## config.mk

```make
export PLATFORM = sky130hd
export DESIGN_NAME = descriptor_table_engine_unit
export DESIGN_NICKNAME = d
export VERILOG_FILES = /design/src/design/dte_pkg.sv /design/src/design/dte_ram.sv /design/src/design/descriptor_table_engine_unit.sv
export SDC_FILE = /design/constraint.sdc
export NUM_CORES = 1
export LEC_CHECK = 0
export BUFFER_PORTS_ARGS = -buffer_cell sky130_fd_sc_hd__buf_2
export CORE_MARGIN = 2
export CORE_UTILIZATION = 45
export DETAILED_ROUTE_END_ITERATION = 7
export SLEW_MARGIN = 25
export SYNTH_ARGS = -nofsm -noshare
export SYNTH_HDL_FRONTEND = slang
export SYNTH_SLANG_ARGS = --single-unit
```

## constraint.sdc

```tcl
create_clock -name clk -period 4.04 [get_ports clk]
set_input_delay 0.606 -clock clk [delete_from_list [all_inputs] [get_ports clk]]
set_output_delay 0.606 -clock clk [all_outputs]
set_load 0.05 [all_outputs]
```

## src/design/dte_pkg.sv

```systemverilog
`timescale 1ns / 1ps

package dte_pkg;

  localparam int TABLE_SLOTS = 16;
  localparam int HANDLE_BITS = 16;
  localparam int SLOT_W      = (TABLE_SLOTS > 1) ? $clog2(TABLE_SLOTS) : 1;
  localparam int FD_W        = 8;
  localparam int RFD_W       = 4;
  localparam int OP_W        = 3;

  typedef enum logic [OP_W-1:0] {
    OP_OPEN_AT     = 3'd0,
    OP_ADD_LOWEST  = 3'd1,
    OP_CLOSE       = 3'd2,
    OP_DUP         = 3'd3,
    OP_REQUEST_EOF = 3'd4,
    OP_TAKE_EOF    = 3'd5
  } op_t;

  typedef enum logic [2:0] {
    ST_IDLE,
    ST_RD_TGT,
    ST_RD_SRC,
    ST_SCAN,
    ST_EXEC
  } state_t;

  function automatic logic fd_in_range(input logic [FD_W-1:0] fd);
    fd_in_range = !fd[FD_W-1] && ({1'b0, fd[FD_W-2:0]} < FD_W'(TABLE_SLOTS));
  endfunction

endpackage

```

## src/design/dte_ram.sv

```systemverilog
`timescale 1ns / 1ps

module dte_ram #(
  parameter int WIDTH = 16,
  parameter int DEPTH = 16
) (
  input  logic                                   clk,
  input  logic                                   we,
  input  logic [((DEPTH > 1) ? $clog2(DEPTH) : 1)-1:0] waddr,
  input  logic [WIDTH-1:0]                       wdata,
  input  logic [((DEPTH > 1) ? $clog2(DEPTH) : 1)-1:0] raddr,
  output logic [WIDTH-1:0]                       rdata
);

  logic [WIDTH-1:0] mem [DEPTH];

  always_ff @(posedge clk) begin
    if (we) begin
      mem[waddr] <= wdata;
    end
    rdata <= mem[raddr];
  end

endmodule

```

## src/design/descriptor_table_engine_unit.sv

```systemverilog
`timescale 1ns / 1ps
// channel | signals                                         | dir
// in      | in_valid in_ready op fd_index source_fd handle  | in
// out     | out_valid out_ready status result_fd eof_taken  | out
//         | ref_up_valid ref_up_handle ref_down_valid ref_down_handle
//
// One word at a time: each word passes RD_TGT, RD_SRC and EXEC; add_lowest with a nonzero handle
// also runs SCAN, visiting 1 to TABLE_SLOTS slots from slot 0, one slot per cycle.
// Handle reads go through the single read port of the slot RAM, one per cycle.
// Sync reset empties the table at once through per-slot busy bits.
// A waiting result does not block the next word; a full output holds EXEC.

module descriptor_table_engine_unit
  import dte_pkg::*;
(
  input  logic                   clk,
  input  logic                   rst,
  input  logic                   in_valid,
  output logic                   in_ready,
  input  logic [OP_W-1:0]        op,
  input  logic signed [FD_W-1:0] fd_index,
  input  logic signed [FD_W-1:0] source_fd,
  input  logic [15:0]            handle,
  output logic                   out_valid,
  input  logic                   out_ready,
  output logic                   status,
  output logic [RFD_W-1:0]       result_fd,
  output logic                   eof_taken,
  output logic                   ref_up_valid,
  output logic [15:0]            ref_up_handle,
  output logic                   ref_down_valid,
  output logic [15:0]            ref_down_handle
);

  state_t state, state_next;

  logic [OP_W-1:0]        op_r;
  logic [FD_W-1:0]        tgt_fd, src_fd;
  logic [HANDLE_BITS-1:0] h_r;
  logic [HANDLE_BITS-1:0] tgt_h;
  logic [TABLE_SLOTS-1:0] busy, eof;
  logic [SLOT_W-1:0]      scan_idx;
  logic                   found;
  logic [SLOT_W-1:0]      found_slot;

  logic [SLOT_W-1:0]      tgt_slot, src_slot;
  logic                   tgt_ok, src_ok, tgt_busy, src_busy;
  logic [HANDLE_BITS-1:0] src_h;
  logic                   exec_go;

  logic                   ram_we;
  logic [SLOT_W-1:0]      ram_waddr, ram_raddr;
  logic [HANDLE_BITS-1:0] ram_wdata, ram_rdata;

  logic                   err, taken, upv, dnv;
  logic [SLOT_W-1:0]      rfd;
  logic [HANDLE_BITS-1:0] uph, dnh;
  logic                   busy_we, busy_val, eof_we, eof_val;
  logic [SLOT_W-1:0]      upd_slot;

  assign tgt_slot = tgt_fd[SLOT_W-1:0];
  assign src_slot = src_fd[SLOT_W-1:0];
  assign tgt_ok   = fd_in_range(tgt_fd);
  assign src_ok   = fd_in_range(src_fd);
  assign tgt_busy = tgt_ok && busy[tgt_slot];
  assign src_busy = src_ok && busy[src_slot];
  assign src_h    = ram_rdata;
  assign exec_go  = !out_valid || out_ready;

  dte_ram #(
    .WIDTH(HANDLE_BITS),
    .DEPTH(TABLE_SLOTS)
  ) u_slot_ram (
    .clk  (clk),
    .we   (ram_we),
    .waddr(ram_waddr),
    .wdata(ram_wdata),
    .raddr(ram_raddr),
    .rdata(ram_rdata)
  );

  always_comb begin
    state_next = state;
    case (state)
      ST_IDLE: begin
        if (in_valid) begin
          state_next = ST_RD_TGT;
        end
      end
      ST_RD_TGT: state_next = ST_RD_SRC;
      ST_RD_SRC: begin
        if (op_r == OP_ADD_LOWEST && h_r != '0) begin
          state_next = ST_SCAN;
        end else begin
          state_next = ST_EXEC;
        end
      end
      ST_SCAN: begin
        if (!busy[scan_idx] || scan_idx == SLOT_W'(TABLE_SLOTS - 1)) begin
          state_next = ST_EXEC;
        end
      end
      ST_EXEC: begin
        if (exec_go) begin
          state_next = ST_IDLE;
        end
      end
      default: state_next = ST_IDLE;
    endcase
  end

  always_comb begin
    in_ready  = (state == ST_IDLE);
    ram_raddr = (state == ST_RD_TGT) ? tgt_slot : src_slot;
  end

  always_comb begin
    err      = 1'b0;
    taken    = 1'b0;
    upv      = 1'b0;
    dnv      = 1'b0;
    uph      = '0;
    dnh      = '0;
    rfd      = '0;
    busy_we  = 1'b0;
    busy_val = 1'b0;
    eof_we   = 1'b0;
    eof_val  = 1'b0;
    upd_slot = tgt_slot;
    ram_we   = 1'b0;
    ram_wdata = h_r;
    case (op_r)
      OP_OPEN_AT: begin
        if (h_r == '0 || !tgt_ok || tgt_busy) begin
          err = 1'b1;
        end else begin
          ram_we   = 1'b1;
          busy_we  = 1'b1;
          busy_val = 1'b1;
          eof_we   = 1'b1;
          upv      = 1'b1;
          uph      = h_r;
          rfd      = tgt_slot;
        end
      end
      OP_ADD_LOWEST: begin
        upd_slot = found_slot;
        if (h_r == '0 || !found) begin
          err = 1'b1;
        end else begin
          ram_we   = 1'b1;
          busy_we  = 1'b1;
          busy_val = 1'b1;
          eof_we   = 1'b1;
          upv      = 1'b1;
          uph      = h_r;
          rfd      = found_slot;
        end
      end
      OP_CLOSE: begin
        if (!tgt_busy) begin
          err = 1'b1;
        end else begin
          busy_we = 1'b1;
          eof_we  = 1'b1;
          dnv     = 1'b1;
          dnh     = tgt_h;
        end
      end
      OP_DUP: begin
        if (!tgt_ok) begin
          err = 1'b1;
        end else begin
          rfd = tgt_slot;
          if (src_fd != tgt_fd) begin
            busy_we  = tgt_busy || src_busy;
            busy_val = src_busy;
            eof_we   = tgt_busy || src_busy;
            dnv      = tgt_busy;
            dnh      = tgt_busy ? tgt_h : '0;
            upv      = src_busy;
            uph      = src_busy ? src_h : '0;
            ram_we   = src_busy;
            ram_wdata = src_h;
          end
        end
      end
      OP_REQUEST_EOF: begin
        if (!tgt_busy) begin
          err = 1'b1;
        end else begin
          eof_we  = 1'b1;
          eof_val = 1'b1;
        end
      end
      OP_TAKE_EOF: begin
        if (!tgt_busy) begin
          err = 1'b1;
        end else if (eof[tgt_slot]) begin
          eof_we = 1'b1;
          taken  = 1'b1;
        end
      end
      default: err = 1'b1;
    endcase
    if (state != ST_EXEC || !exec_go) begin
      ram_we  = 1'b0;
      busy_we = 1'b0;
      eof_we  = 1'b0;
    end
    ram_waddr = upd_slot;
  end

  always_ff @(posedge clk) begin
    if (rst) begin
      state     <= ST_IDLE;
      busy      <= '0;
      eof       <= '0;
      out_valid <= 1'b0;
    end else begin
      state <= state_next;
      if (busy_we) begin
        busy[upd_slot] <= busy_val;
      end
      if (eof_we) begin
        eof[upd_slot] <= eof_val;
      end
      if (state == ST_EXEC && exec_go) begin
        out_valid <= 1'b1;
      end else if (out_ready) begin
        out_valid <= 1'b0;
      end
    end
  end

  always_ff @(posedge clk) begin
    if (in_valid && in_ready) begin
      op_r   <= op;
      tgt_fd <= fd_index;
      src_fd <= source_fd;
      h_r    <= handle[HANDLE_BITS-1:0];
    end
    if (state == ST_RD_SRC) begin
      tgt_h    <= ram_rdata;
      scan_idx <= '0;
      found    <= 1'b0;
    end
    if (state == ST_SCAN) begin
      if (!busy[scan_idx]) begin
        found      <= 1'b1;
        found_slot <= scan_idx;
      end else begin
        scan_idx <= scan_idx + 1'b1;
      end
    end
    if (state == ST_EXEC && exec_go) begin
      status          <= err;
      result_fd       <= err ? '0 : RFD_W'(rfd);
      eof_taken       <= !err && taken;
      ref_up_valid    <= !err && upv;
      ref_up_handle   <= err ? '0 : 16'(uph);
      ref_down_valid  <= !err && dnv;
      ref_down_handle <= err ? '0 : 16'(dnh);
    end
  end

  a_err_clean: assert property (@(posedge clk) disable iff (rst)
    out_valid && status |-> result_fd == '0 && !eof_taken && !ref_up_valid && !ref_down_valid)
    else $error("error word carries payload");

  a_up_nonzero: assert property (@(posedge clk) disable iff (rst)
    out_valid && ref_up_valid |-> ref_up_handle != '0)
    else $error("reference gained on empty handle");

  a_take_alone: assert property (@(posedge clk) disable iff (rst)
    out_valid && eof_taken |-> !ref_up_valid && !ref_down_valid)
    else $error("eof take with reference event");

  a_one_word: assert property (@(posedge clk) disable iff (rst)
    in_valid && in_ready |=> !in_ready)
    else $error("second word taken while busy");

endmodule

```

==> insert_results.sql, run 1 <==
INSERT INTO impl_metrics (metric_group, metric, value, unit) VALUES
('outcome', 'outcome', 'complete, no violations', ''),
('critical_path', 'worst-endpoint-arrival', '3390', 'ps'),
('logic_synthesis', 'synth_fp_nets', '1305', ''),
('layout', 'most_frequent_standard_cell_in_the_layout_excluding_fill_and_tap_cells', 'sky130_fd_sc_hd__edfxtp_1', ''),
('detailed_routing', 'initialDrtViolationCount', '1071', ''),
('die', 'initial_core_util', '45.6', '%'),
('sta', 'setup_ws', '883', 'ps'),
('logic_synthesis', 'synth_warnings', '0', ''),
('clock_network', 'tritoncts', 'done', ''),
('detailed_routing', 'drc_errors', '0', ''),
('clock_network', 'clock_latency', '560', 'ps'),
('layout', 'layout-drive-gt1-share', '19.2', '%'),
('grt', 'first_pass_grt_wire_length', '67200', 'um'),
('sta', 'hold_viol', '0', ''),
('clock_network', 'cts_setup_buffers', '0', ''),
('sta', 'finalWorstPathRequiredPeriod', '3160', 'ps'),
('critical_path', 'crit_start', 'tgt_fd[4]', ''),
('critical_path', 'timing.critical_path.mode_cell', 'sky130_fd_sc_hd__buf_4', ''),
('hold_path', 'hold_path.class', 'input port to flip-flop', ''),
('sta', 'clock_skew', '18.2', 'ps'),
('layout', 'number_of_filler_cells_placed_in_the_layout', '3154', ''),
('layout', 'diodes', '0', ''),
('critical_path', 'critical_path.max_stage_delay', '440', 'ps'),
('die', 'design.die.area', '39500', 'sq um'),
('logic_synthesis', 'synth_flop_cell', 'sky130_fd_sc_hd__edfxtp_1', ''),
('sta', 'finalSetupTns', '0', 'ps'),
('logic_synthesis', 'synth.yosys.seq_area_share', '68.4', '%'),
('critical_path', 'critPathKind', 'flip-flop to flip-flop', ''),
('sta', 'grt_setup_unrepaired', 'no', ''),
('grt', 'initial_antenna_violation_count', '0', ''),
('sta', 'worst_slew_margin_rel', '34.2', '%'),
('logic_synthesis', 'synth_area', '17100', 'sq um'),
('power_and_ir_drop', 'static-leakage-power', '0.00645', 'uW'),
('die', 'die_h', '199', 'um'),
('layout', 'nets', '1385', ''),
('layout', 'layout.cells.most_common_list', 'sky130_fd_sc_hd__edfxtp_1 (351), sky130_fd_sc_hd__nand2_1 (153), sky130_fd_sc_hd__a211oi_1 (81)', ''),
('layout', 'final_cell_area', '19600', 'sq um'),
('placement', 'io_buffer_count', '80', ''),
('sta', 'final_min_period_over_clock_period', '78.1', '%'),
('die', 'die_w', '199', 'um'),
('die', 'std_cell_rows', '71', ''),
('grt', 'grt_start_max_net_pins', '83', ''),
('placement', 'numPlacedInstances', '1811', ''),
('hold_path', 'timing.hold.worst.start', 'handle[12]', ''),
('critical_path', 'cpMaxStageDelayCell', 'sky130_fd_sc_hd__nor4_2', ''),
('layout', 'instances_no_fill', '1891', ''),
('logic_synthesis', 'ys_async_sr_fraction', '0', '%'),
('power_and_ir_drop', 'cellPowerDensity', '508', 'nW/um^2'),
('run', 'drv.max_cap_violation_count', '0', ''),
('critical_path', 'timing.critical_path.from_type', 'flip-flop', ''),
('critical_path', 'critical_path_required', '4280', 'ps'),
('sta', 'max_freq', '317', 'MHz'),
('sta', 'max_slew.worst_pin.slew', '977', 'ps'),
('logic_synthesis', 'post_synth_num_cell_types', '61', ''),
('logic_synthesis', 'yosys_register_bits', '408', ''),
('clock_network', 'cts_hold_buffers', '0', ''),
('clock_network', 'clockBufferDepth', '3', ''),
('logic_synthesis', 'syn_area_per_cell', '13.5', 'sq um'),
('detailed_routing', 'vias_per_cell', '5.77', ''),
('placement', 'gp_congestion', '0.862', ''),
('clock_network', 'cts_resized', '0', ''),
('layout', 'multiInputGateArea', '4990', 'sq um'),
('grt', 'grt_pass1_vias', '10700', ''),
('logic_synthesis', 'synth-edff-count', '351', ''),
('critical_path', 'worst_setup_path_end_kind', 'flip-flop', ''),
('grt', 'total_gr_overflow', '0', ''),
('detailed_routing', 'detail_route.wl_per_cell', '23.8', 'um'),
('placement', 'place.detailed.hpwl', '29500', 'um'),
('clock_network', 'tritoncts.num_buffers', '43', ''),
('sta', 'setup_violations', '0', ''),
('placement', 'place_worst_setup_slack', '925', 'ps');
==> layout make-up <==
type / instances / area share [%]
Sequential cell: 408 / 59.6
Multi-Input combinational cell: 746 / 25.4
Clock buffer: 65 / 6.47
Timing Repair Buffer: 125 / 4.02
Tap cell: 511 / 3.26
Clock inverter: 15 / 0.861
Inverter: 21 / 0.402
==> cell usage after synthesis (2+ instances only) <==
cell type / number / area share, %
sky130_fd_sc_hd__o21ai_0: 39 / 1.1
sky130_fd_sc_hd__nand3b_1: 2 / 0.088
sky130_fd_sc_hd__mux2i_4: 3 / 0.40
sky130_fd_sc_hd__a31oi_1: 34 / 1.2
sky130_fd_sc_hd__a21oi_1: 65 / 1.9
sky130_fd_sc_hd__nand4_1: 2 / 0.073
sky130_fd_sc_hd__nor2b_1: 7 / 0.26
sky130_fd_sc_hd__a32o_1: 16 / 0.94
sky130_fd_sc_hd__xor2_1: 8 / 0.41
sky130_fd_sc_hd__buf_6: 4 / 0.26
sky130_fd_sc_hd__inv_1: 21 / 0.46
sky130_fd_sc_hd__a311oi_1: 32 / 1.6
sky130_fd_sc_hd__o31ai_1: 4 / 0.18
sky130_fd_sc_hd__nor3_2: 20 / 1.2
sky130_fd_sc_hd__nand2_1: 153 / 3.4
sky130_fd_sc_hd__and2_0: 17 / 0.62
sky130_fd_sc_hd__and3_1: 3 / 0.11
sky130_fd_sc_hd__a22o_1: 4 / 0.21
sky130_fd_sc_hd__nand3_1: 23 / 0.67
sky130_fd_sc_hd__nor3_1: 14 / 0.41
sky130_fd_sc_hd__a211oi_1: 81 / 3.6
sky130_fd_sc_hd__o31a_1: 3 / 0.15
sky130_fd_sc_hd__buf_4: 3 / 0.13
sky130_fd_sc_hd__nor2_1: 43 / 0.94
sky130_fd_sc_hd__o41a_1: 3 / 0.20
sky130_fd_sc_hd__buf_2: 21 / 0.62
sky130_fd_sc_hd__dfxtp_1: 57 / 6.7
sky130_fd_sc_hd__and2_1: 65 / 2.4
sky130_fd_sc_hd__o21a_1: 12 / 0.53
sky130_fd_sc_hd__or3_1: 4 / 0.15
sky130_fd_sc_hd__nor4_1: 9 / 0.33
sky130_fd_sc_hd__o211ai_1: 2 / 0.088
sky130_fd_sc_hd__a21o_1: 2 / 0.088
sky130_fd_sc_hd__clkbuf_1: 62 / 1.4
sky130_fd_sc_hd__mux2i_1: 12 / 0.70
sky130_fd_sc_hd__edfxtp_1: 351 / 62
sky130_fd_sc_hd__mux4_2: 15 / 2.0
sky130_fd_sc_hd__mux2_2: 18 / 1.2
sky130_fd_sc_hd__nand2b_1: 9 / 0.33
==> through the flow <==
step	utilization [%]	total power, uW
after floorplan	-	5580
after global placement	48.5	6060
after detailed placement	48.5	6060
after CTS	52.3	10000
after global routing	52.3	10300
final	52.3	9960
==> metal layers <==
| layer | vias up | global-route usage, % | part of all wire, % |
|---|---|---|---|
| met1 | 5436 | 31.9 | 43 |
| met3 | 83 | 3.70 | 6.6 |
| li1 | 4996 | - | - |
| met4 | 0 | 8.62 | 3.5 |
| met2 | 401 | 36.9 | 47 |
| met5 | - | 0 | 0 |
==> where the power goes <==
group          internal [uW]  switching, uW
logic                    341            781
clock network           2370           1610
registers               4740            129
==> logic make-up after synthesis <==
group / count (synthesis) / synth area share [%]
adders and majority gates: 1 / 0.0732
xor gates and xnor gates: 8 / 0.410
DFF: 408 / 68.4
buffers and inverters: 111 / 2.83
and+or+nand+nor: 379 / 11.3
muxes: 48 / 4.26
AOI/OAI and AO/OA: 310 / 12.7
==> flip-flops by register name (all words and copies together) (netlist names), 3 cells and up <==
register / count
u_slot_ram.mem: 256
busy: 16
eof: 16
h_r: 16
ref_down_handle: 16
ref_up_handle: 16
tgt_h: 16
u_slot_ram.rdata: 16
src_fd: 8
tgt_fd: 8
found_slot: 4
result_fd: 4
scan_idx: 4
op_r: 3
state: 3
==> worst paths after layout <==
path / to / slack (ps) / cells past startpoint
worst max-delay path: u_slot_ram.mem[12][11] / 880 / 10
worst min-delay path: h_r[12] / 220 / 1
worst max register to register: u_slot_ram.mem[12][11] / 880 / 10
worst min register to register: tgt_h[0] / 460 / 0
==> worst register-to-register path, stage by stage (launching register included) <==
cell	delay, ps
sky130_fd_sc_hd__edfxtp_1	430
sky130_fd_sc_hd__nor4_2	440
sky130_fd_sc_hd__nand2b_1	200
sky130_fd_sc_hd__a211oi_4	270
sky130_fd_sc_hd__buf_4	380
sky130_fd_sc_hd__o21a_1	210
sky130_fd_sc_hd__or2_1	120
sky130_fd_sc_hd__buf_4	220
sky130_fd_sc_hd__nand3_1	190
sky130_fd_sc_hd__inv_1	120
sky130_fd_sc_hd__buf_4	260
Note: power is estimated with default switching activity, not from simulation.
==> run 2, diff against run 1 <==
Clock period 4.04 ns to 2.9 ns, I/O delays scaled along.
==> insert_results.sql, run 2 (synthesized netlist as in run 1, its figures left out) <==
INSERT INTO impl_metrics (metric_group, metric, value, unit) VALUES
('die', 'core-area', '37500', 'sq um'),
('clock_network', 'clock_latency', '570', 'ps'),
('sta', 'finalWorstPathRequiredPeriod', '2720', 'ps'),
('detailed_routing', 'vias_per_cell', '5.64', ''),
('placement', 'place.detailed.hpwl', '27100', 'um'),
('critical_path', 'worstReg2RegStart', 'h_r[0]', ''),
('sta', 'maxSlewViolCount', '0', ''),
('layout', 'largest_reg_flops', '256', ''),
('clock_network', 'cts.clk_slew.worst_paths', '60', 'ps'),
('clock_network', 'clockBufferDepth', '3', ''),
('die', 'die_h', '199', 'um'),
('power_and_ir_drop', 'static-leakage-power', '0.00675', 'uW'),
('power_and_ir_drop', 'ir_drop', '0.000332', 'V'),
('grt', 'grt.total_usage', '21.2', '%'),
('detailed_routing', 'drc_errors', '0', ''),
('detailed_routing', 'initialDrtViolationCount', '1062', ''),
('detailed_routing', 'detail_route.wl_per_cell', '21.2', 'um'),
('layout', 'seq_area', '11700', 'sq um'),
('grt', 'grt_pass1_vias', '10600', ''),
('sta', 'setup_violations', '0', ''),
('hold_path', 'timing.hold.worst.start', 'handle[14]', ''),
('detailed_routing', 'ant_nets', '0', ''),
('layout', 'largest_register', 'u_slot_ram.mem', ''),
('run', 'drv.max_cap_violation_count', '0', ''),
('grt', 'first_pass_grt_wire_length', '63100', 'um'),
('clock_network', 'tritoncts', 'done', ''),
('layout', 'number_of_filler_cells_placed_in_the_layout', '3142', ''),
('layout', 'most_frequent_standard_cell_in_the_layout_excluding_fill_and_tap_cells', 'sky130_fd_sc_hd__edfxtp_1', ''),
('sta', 'max_freq', '367', 'MHz'),
('clock_network', 'tritoncts_num_sinks', '408', ''),
('placement', 'gp_congestion', '0.885', ''),
('sta', 'hold_viol', '0', ''),
('critical_path', 'critical_path_peak_fanout', '16', ''),
('die', 'std_cell_rows', '71', ''),
('layout', 'nets', '1444', ''),
('detailed_routing', 'firstDrtPassIters', '5', ''),
('detailed_routing', 'postRouteWirelength', '41100', 'um'),
('critical_path', 'crit_start', 'h_r[0]', ''),
('clock_network', 'tritoncts.num_buffers', '42', ''),
('placement', 'io_buffer_count', '80', ''),
('clock_network', 'cts_hold_buffers', '0', ''),
('detailed_routing', 'vias', '11000', ''),
('critical_path', 'timing.critical_path.from_type', 'flip-flop', ''),
('die', 'die_w', '199', 'um'),
('die', 'initial_core_util', '45.6', '%'),
('power_and_ir_drop', 'fin_total_pwr', '13500', 'uW'),
('placement', 'numPlacedInstances', '1869', ''),
('critical_path', 'worst-endpoint-arrival', '3030', 'ps'),
('layout', 'instances_no_fill', '1945', ''),
('sta', 'max_slew.worst_pin.slew', '586', 'ps'),
('clock_network', 'root_buffer', 'sky130_fd_sc_hd__clkbuf_16', ''),
('grt', 'grt_start_max_net_pins', '53', ''),
('sta', 'final_min_period_over_clock_period', '93.8', '%'),
('layout', 'diodes', '0', ''),
('clock_network', 'htree_num_levels', '2', ''),
('layout', 'synthToLayoutAreaGrowth', '18.6', '%'),
('sta', 'grt_setup_unrepaired', 'no', ''),
('grt', 'total_gr_overflow', '0', ''),
('sta', 'worst_slew_margin_rel', '60.9', '%'),
('outcome', 'outcome', 'complete, no violations', ''),
('grt', 'initial_antenna_violation_count', '0', ''),
('layout', 'layout-drive-gt1-share', '22.5', '%'),
('layout', 'layout.cells.most_common_list', 'sky130_fd_sc_hd__edfxtp_1 (351), sky130_fd_sc_hd__nand2_1 (153), sky130_fd_sc_hd__a211oi_1 (81)', ''),
('sta', 'clock_skew', '22.2', 'ps'),
('critical_path', 'worst_setup_path_end_kind', 'flip-flop', ''),
('hold_path', 'hold_path.class', 'input port to flip-flop', ''),
('critical_path', 'critPathKind', 'flip-flop to flip-flop', ''),
('die', 'io_pins', '81', ''),
('layout', 'multiInputGateArea', '5010', 'sq um'),
('die', 'design.die.area', '39500', 'sq um'),
('power_and_ir_drop', 'cellPowerDensity', '668', 'nW/um^2'),
('critical_path', 'critical_path_required', '3210', 'ps');
==> run 2: changes by cell type in the layout (fill, tap and decap cells not counted), sizes merged <==
cell,before,now
clkinv,9,14
inv,22,20
buf,125,185
clkbuf,65,56
==> run 2: critical path, cell delays in order (launching register included) <==
cell                       delay [ps]
sky130_fd_sc_hd__edfxtp_1         450
sky130_fd_sc_hd__nor4_1           410
sky130_fd_sc_hd__nand4_1          150
sky130_fd_sc_hd__buf_4            180
sky130_fd_sc_hd__and3_1           230
sky130_fd_sc_hd__o21bai_4         200
sky130_fd_sc_hd__o21ai_1          420
sky130_fd_sc_hd__buf_4            200
sky130_fd_sc_hd__nor2_2            50
sky130_fd_sc_hd__buf_12           160
==> run 2: layout make-up <==
cell class | count | area share, %
flip-flops and latches | 408 | 57.6
multi-input cells | 746 | 24.7
repair buffers | 185 | 7.55
clock buffers | 56 | 5.54
well taps | 511 | 3.16
clock inverters | 18 | 0.932
inverters | 21 | 0.426
==> run 2: timing repair <==
action	in CTS	in global routing
gates resized for setup	3	5
buffers inserted	2	0
pin swaps	0	0
endpoints found under the setup margin	18	209
==> run 2: routing by layer <==
metal  vias up  track usage [%]  share of wire (%)
met5         -                0                  0
met2       364             32.9                 46
met4         0             5.39                2.1
met1      5426             30.7                 45
li1       5112                -                  -
met3        69             4.07                6.6
==> run 2: final timing paths <==
check / endpoint / slack [ps] / cells past startpoint
worst max-delay path: u_slot_ram.mem[13][9] / 180 / 9
worst min-delay path: h_r[14] / 40 / 1
worst max register to register: u_slot_ram.mem[13][9] / 180 / 9
worst min register to register: tgt_h[0] / 450 / 0
==> run 2: stage by stage <==
step	setup slack, ps	hold WS [ps]	util, %	cell area, sq um	setup TNS (ps)
3_3_place_gp	76.2	435	50.4	18900	0
4_1_cts	29.4	15.6	54.0	20200	0
6_report	179	42.8	54.1	20300	0
3_5_place_dp	-10.6	444	50.4	18900	-261
2_1_floorplan	0.799	406	-	17100	0
5_1_grt	52.4	17.1	54.1	20300	0
==> run 2: power breakdown <==
part	internal [uW]	total [uW]	switching, uW
Combinational	600	1650	1050
Sequential	6600	6730	135
Clock	3000	5160	2170
Total	10200	13500	3350
==> run 3, diff against run 2 <==
--- a/config.mk
+++ b/config.mk
@@ -9,3 +9,3 @@
 export CORE_MARGIN = 2
-export CORE_UTILIZATION = 45
+export CORE_UTILIZATION = 40
 export DETAILED_ROUTE_END_ITERATION = 7
--- a/constraint.sdc
+++ b/constraint.sdc
@@ -3,2 +3,2 @@
 set_output_delay 0.435 -clock clk [all_outputs]
-set_load 0.05 [all_outputs]
+set_load 0.1 [all_outputs]
==> insert_results.sql, run 3 (synthesized netlist as in run 1, its figures left out) <==
INSERT INTO impl_metrics (metric_group, metric, value, unit) VALUES
('sta', 'hold_viol', '0', ''),
('sta', 'grt_setup_unrepaired', 'no', ''),
('sta', 'finalWorstPathRequiredPeriod', '2740', 'ps'),
('placement', 'io_buffer_count', '80', ''),
('sta', 'finalSetupTns', '0', 'ps'),
('layout', 'layout.cells.most_common_list', 'sky130_fd_sc_hd__edfxtp_1 (351), sky130_fd_sc_hd__nand2_1 (153), sky130_fd_sc_hd__a211oi_1 (81)', ''),
('layout', 'number_of_filler_cells_placed_in_the_layout', '3643', ''),
('sta', 'final_min_period_over_clock_period', '94.5', '%'),
('grt', 'grt_start_max_net_pins', '75', ''),
('critical_path', 'critical_path_peak_fanout', '16', ''),
('die', 'die_h', '211', 'um'),
('sta', 'maxSlewViolCount', '0', ''),
('detailed_routing', 'vias_per_cell', '5.53', ''),
('detailed_routing', 'vias', '10800', ''),
('clock_network', 'htree_num_levels', '2', ''),
('layout', 'multiInputGateArea', '5010', 'sq um'),
('sta', 'timing.hold.ws', '62.0', 'ps'),
('sta', 'worst_slew_margin_rel', '59.8', '%'),
('clock_network', 'tritoncts.num_buffers', '43', ''),
('grt', 'first_pass_grt_wire_length', '62900', 'um'),
('layout', 'most_frequent_standard_cell_in_the_layout_excluding_fill_and_tap_cells', 'sky130_fd_sc_hd__edfxtp_1', ''),
('critical_path', 'critPathKind', 'flip-flop to flip-flop', ''),
('grt', 'total_gr_overflow', '0', ''),
('critical_path', 'worst-endpoint-arrival', '3040', 'ps'),
('clock_network', 'clockBufferDepth', '3', ''),
('hold_path', 'timing.hold.worst.start', 'fd_index[7]', ''),
('die', 'io_pins', '81', ''),
('clock_network', 'tritoncts_num_sinks', '408', ''),
('critical_path', 'cpMaxStageDelayCell', 'sky130_fd_sc_hd__or2_2', ''),
('layout', 'largest_reg_flops', '256', ''),
('die', 'core-area', '42000', 'sq um'),
('layout', 'nets', '1428', ''),
('critical_path', 'timing.critical_path.mode_cell', 'sky130_fd_sc_hd__buf_4', ''),
('die', 'die_w', '211', 'um'),
('placement', 'numPlacedInstances', '1882', ''),
('critical_path', 'critical_path_required', '3190', 'ps'),
('die', 'initial_core_util', '40.6', '%'),
('grt', 'grt.total_usage', '18.7', '%'),
('grt', 'initial_antenna_violation_count', '0', ''),
('power_and_ir_drop', 'cellPowerDensity', '673', 'nW/um^2'),
('placement', 'place.detailed.hpwl', '26500', 'um'),
('outcome', 'outcome', 'complete, no violations', ''),
('clock_network', 'cts_hold_buffers', '0', ''),
('critical_path', 'worst_setup_path_end_kind', 'flip-flop', ''),
('detailed_routing', 'drc_errors', '0', ''),
('clock_network', 'root_buffer', 'sky130_fd_sc_hd__clkbuf_16', ''),
('critical_path', 'crit_chain', 'nor4_1 > buf_4 > nand4_1 > buf_4 > and3_1 > o21bai_4 > or2_2 > nand3_1 > inv_1 > buf_12', ''),
('grt', 'grt_pass1_vias', '10400', ''),
('critical_path', 'crit_start', 'h_r[8]', ''),
('layout', 'largest_register', 'u_slot_ram.mem', ''),
('die', 'design.die.area', '44400', 'sq um'),
('layout', 'instances_no_fill', '1960', ''),
('layout', 'diodes', '0', ''),
('sta', 'clock_skew', '16.0', 'ps'),
('detailed_routing', 'ant_nets', '0', ''),
('placement', 'gp_congestion', '0.866', ''),
('run', 'drv.max_cap_violation_count', '0', ''),
('detailed_routing', 'firstDrtPassIters', '7', ''),
('sta', 'setup_violations', '0', ''),
('layout', 'seq_area', '11700', 'sq um'),
('die', 'std_cell_rows', '75', ''),
('detailed_routing', 'detail_route.wl_per_cell', '21.2', 'um'),
('power_and_ir_drop', 'ir_drop', '0.000399', 'V'),
('critical_path', 'worstReg2RegStart', 'h_r[8]', ''),
('layout', 'synthToLayoutAreaGrowth', '18.3', '%'),
('clock_network', 'cts.clk_slew.worst_paths', '60', 'ps'),
('hold_path', 'hold_path.class', 'input port to flip-flop', ''),
('layout', 'utilization', '48.1', '%'),
('sta', 'max_freq', '365', 'MHz'),
('detailed_routing', 'postRouteWirelength', '41600', 'um'),
('clock_network', 'clock_latency', '550', 'ps'),
('clock_network', 'tritoncts', 'done', ''),
('sta', 'max_slew.worst_pin.slew', '590', 'ps'),
('detailed_routing', 'initialDrtViolationCount', '891', ''),
('critical_path', 'timing.critical_path.from_type', 'flip-flop', ''),
('critical_path', 'critical_path.max_stage_delay', '450', 'ps'),
('layout', 'layout-drive-gt1-share', '21.8', '%'),
('power_and_ir_drop', 'static-leakage-power', '0.00672', 'uW');
run 3: cell types whose count changed in the layout (fill, tap and decap cells not counted), sizes merged:
cell and change:
clkinv +4, inv +4, buf -17, clkbuf -3
clkinvlp -1
run 3: report_power, final:
part / switching [uW] / internal [uW] / leakage [uW]
sequential: 166 / 6600 / 0.00361
clock: 2230 / 3030 / 0.000661
combinational: 1010 / 573 / 0.00245
total: 3410 / 10200 / 0.00672
run 3: metal layers:
| layer | global-route usage, % | wire [um] | vias up | share of wire, % |
|---|---|---|---|---|
| met5 | 0 | 0 | - | 0 |
| met4 | 5.27 | 986 | 0 | 2.4 |
| met3 | 3.05 | 2590 | 67 | 6.2 |
| met2 | 29.7 | 19300 | 347 | 47 |
| met1 | 26.7 | 18600 | 5351 | 45 |
| li1 | - | - | 5073 | - |
run 3: timing repair:
item                       in CTS  in global routing
setup endpoints to repair       0                236
gates resized for setup         0                  4
buffers inserted                0                  0
run 3: critical path, delay by kind of cell, from the launching register on:
family | cells | cell delay (ps)
compound gates | 1 | 180
buf+inv | 4 | 620
simple gates | 5 | 1250
flops | 1 | 440
run 3: final cells by class:
class / instances / share of cell area [%]
clock buffer: 53 / 5.56
clock inverter: 25 / 1.06
inverter: 21 / 0.390
multi-input combinational: 746 / 24.8
sequential: 408 / 57.8
tap: 539 / 3.34
timing repair buffer: 168 / 7.06
run 3: final timing paths:
check             slack (ps)                      to  cells after the start
setup / recovery         160  u_slot_ram.mem[15][15]                     10
hold / removal            60               tgt_fd[7]                      1
setup reg to reg         160  u_slot_ram.mem[15][15]                     10
hold reg to reg          460               tgt_h[12]                      0
run 3: stage by stage:
step / setup slack, ps / power [uW] / instance area [sq um]
finish: 158 / 13600 / 20200
global route: 29.9 / 14100 / 20200
CTS: 6.72 / 13700 / 20200
detailed placement: 31.6 / 8460 / 18900
global placement: 86.6 / 8450 / 18900
floorplan: 0.715 / 7820 / 17100
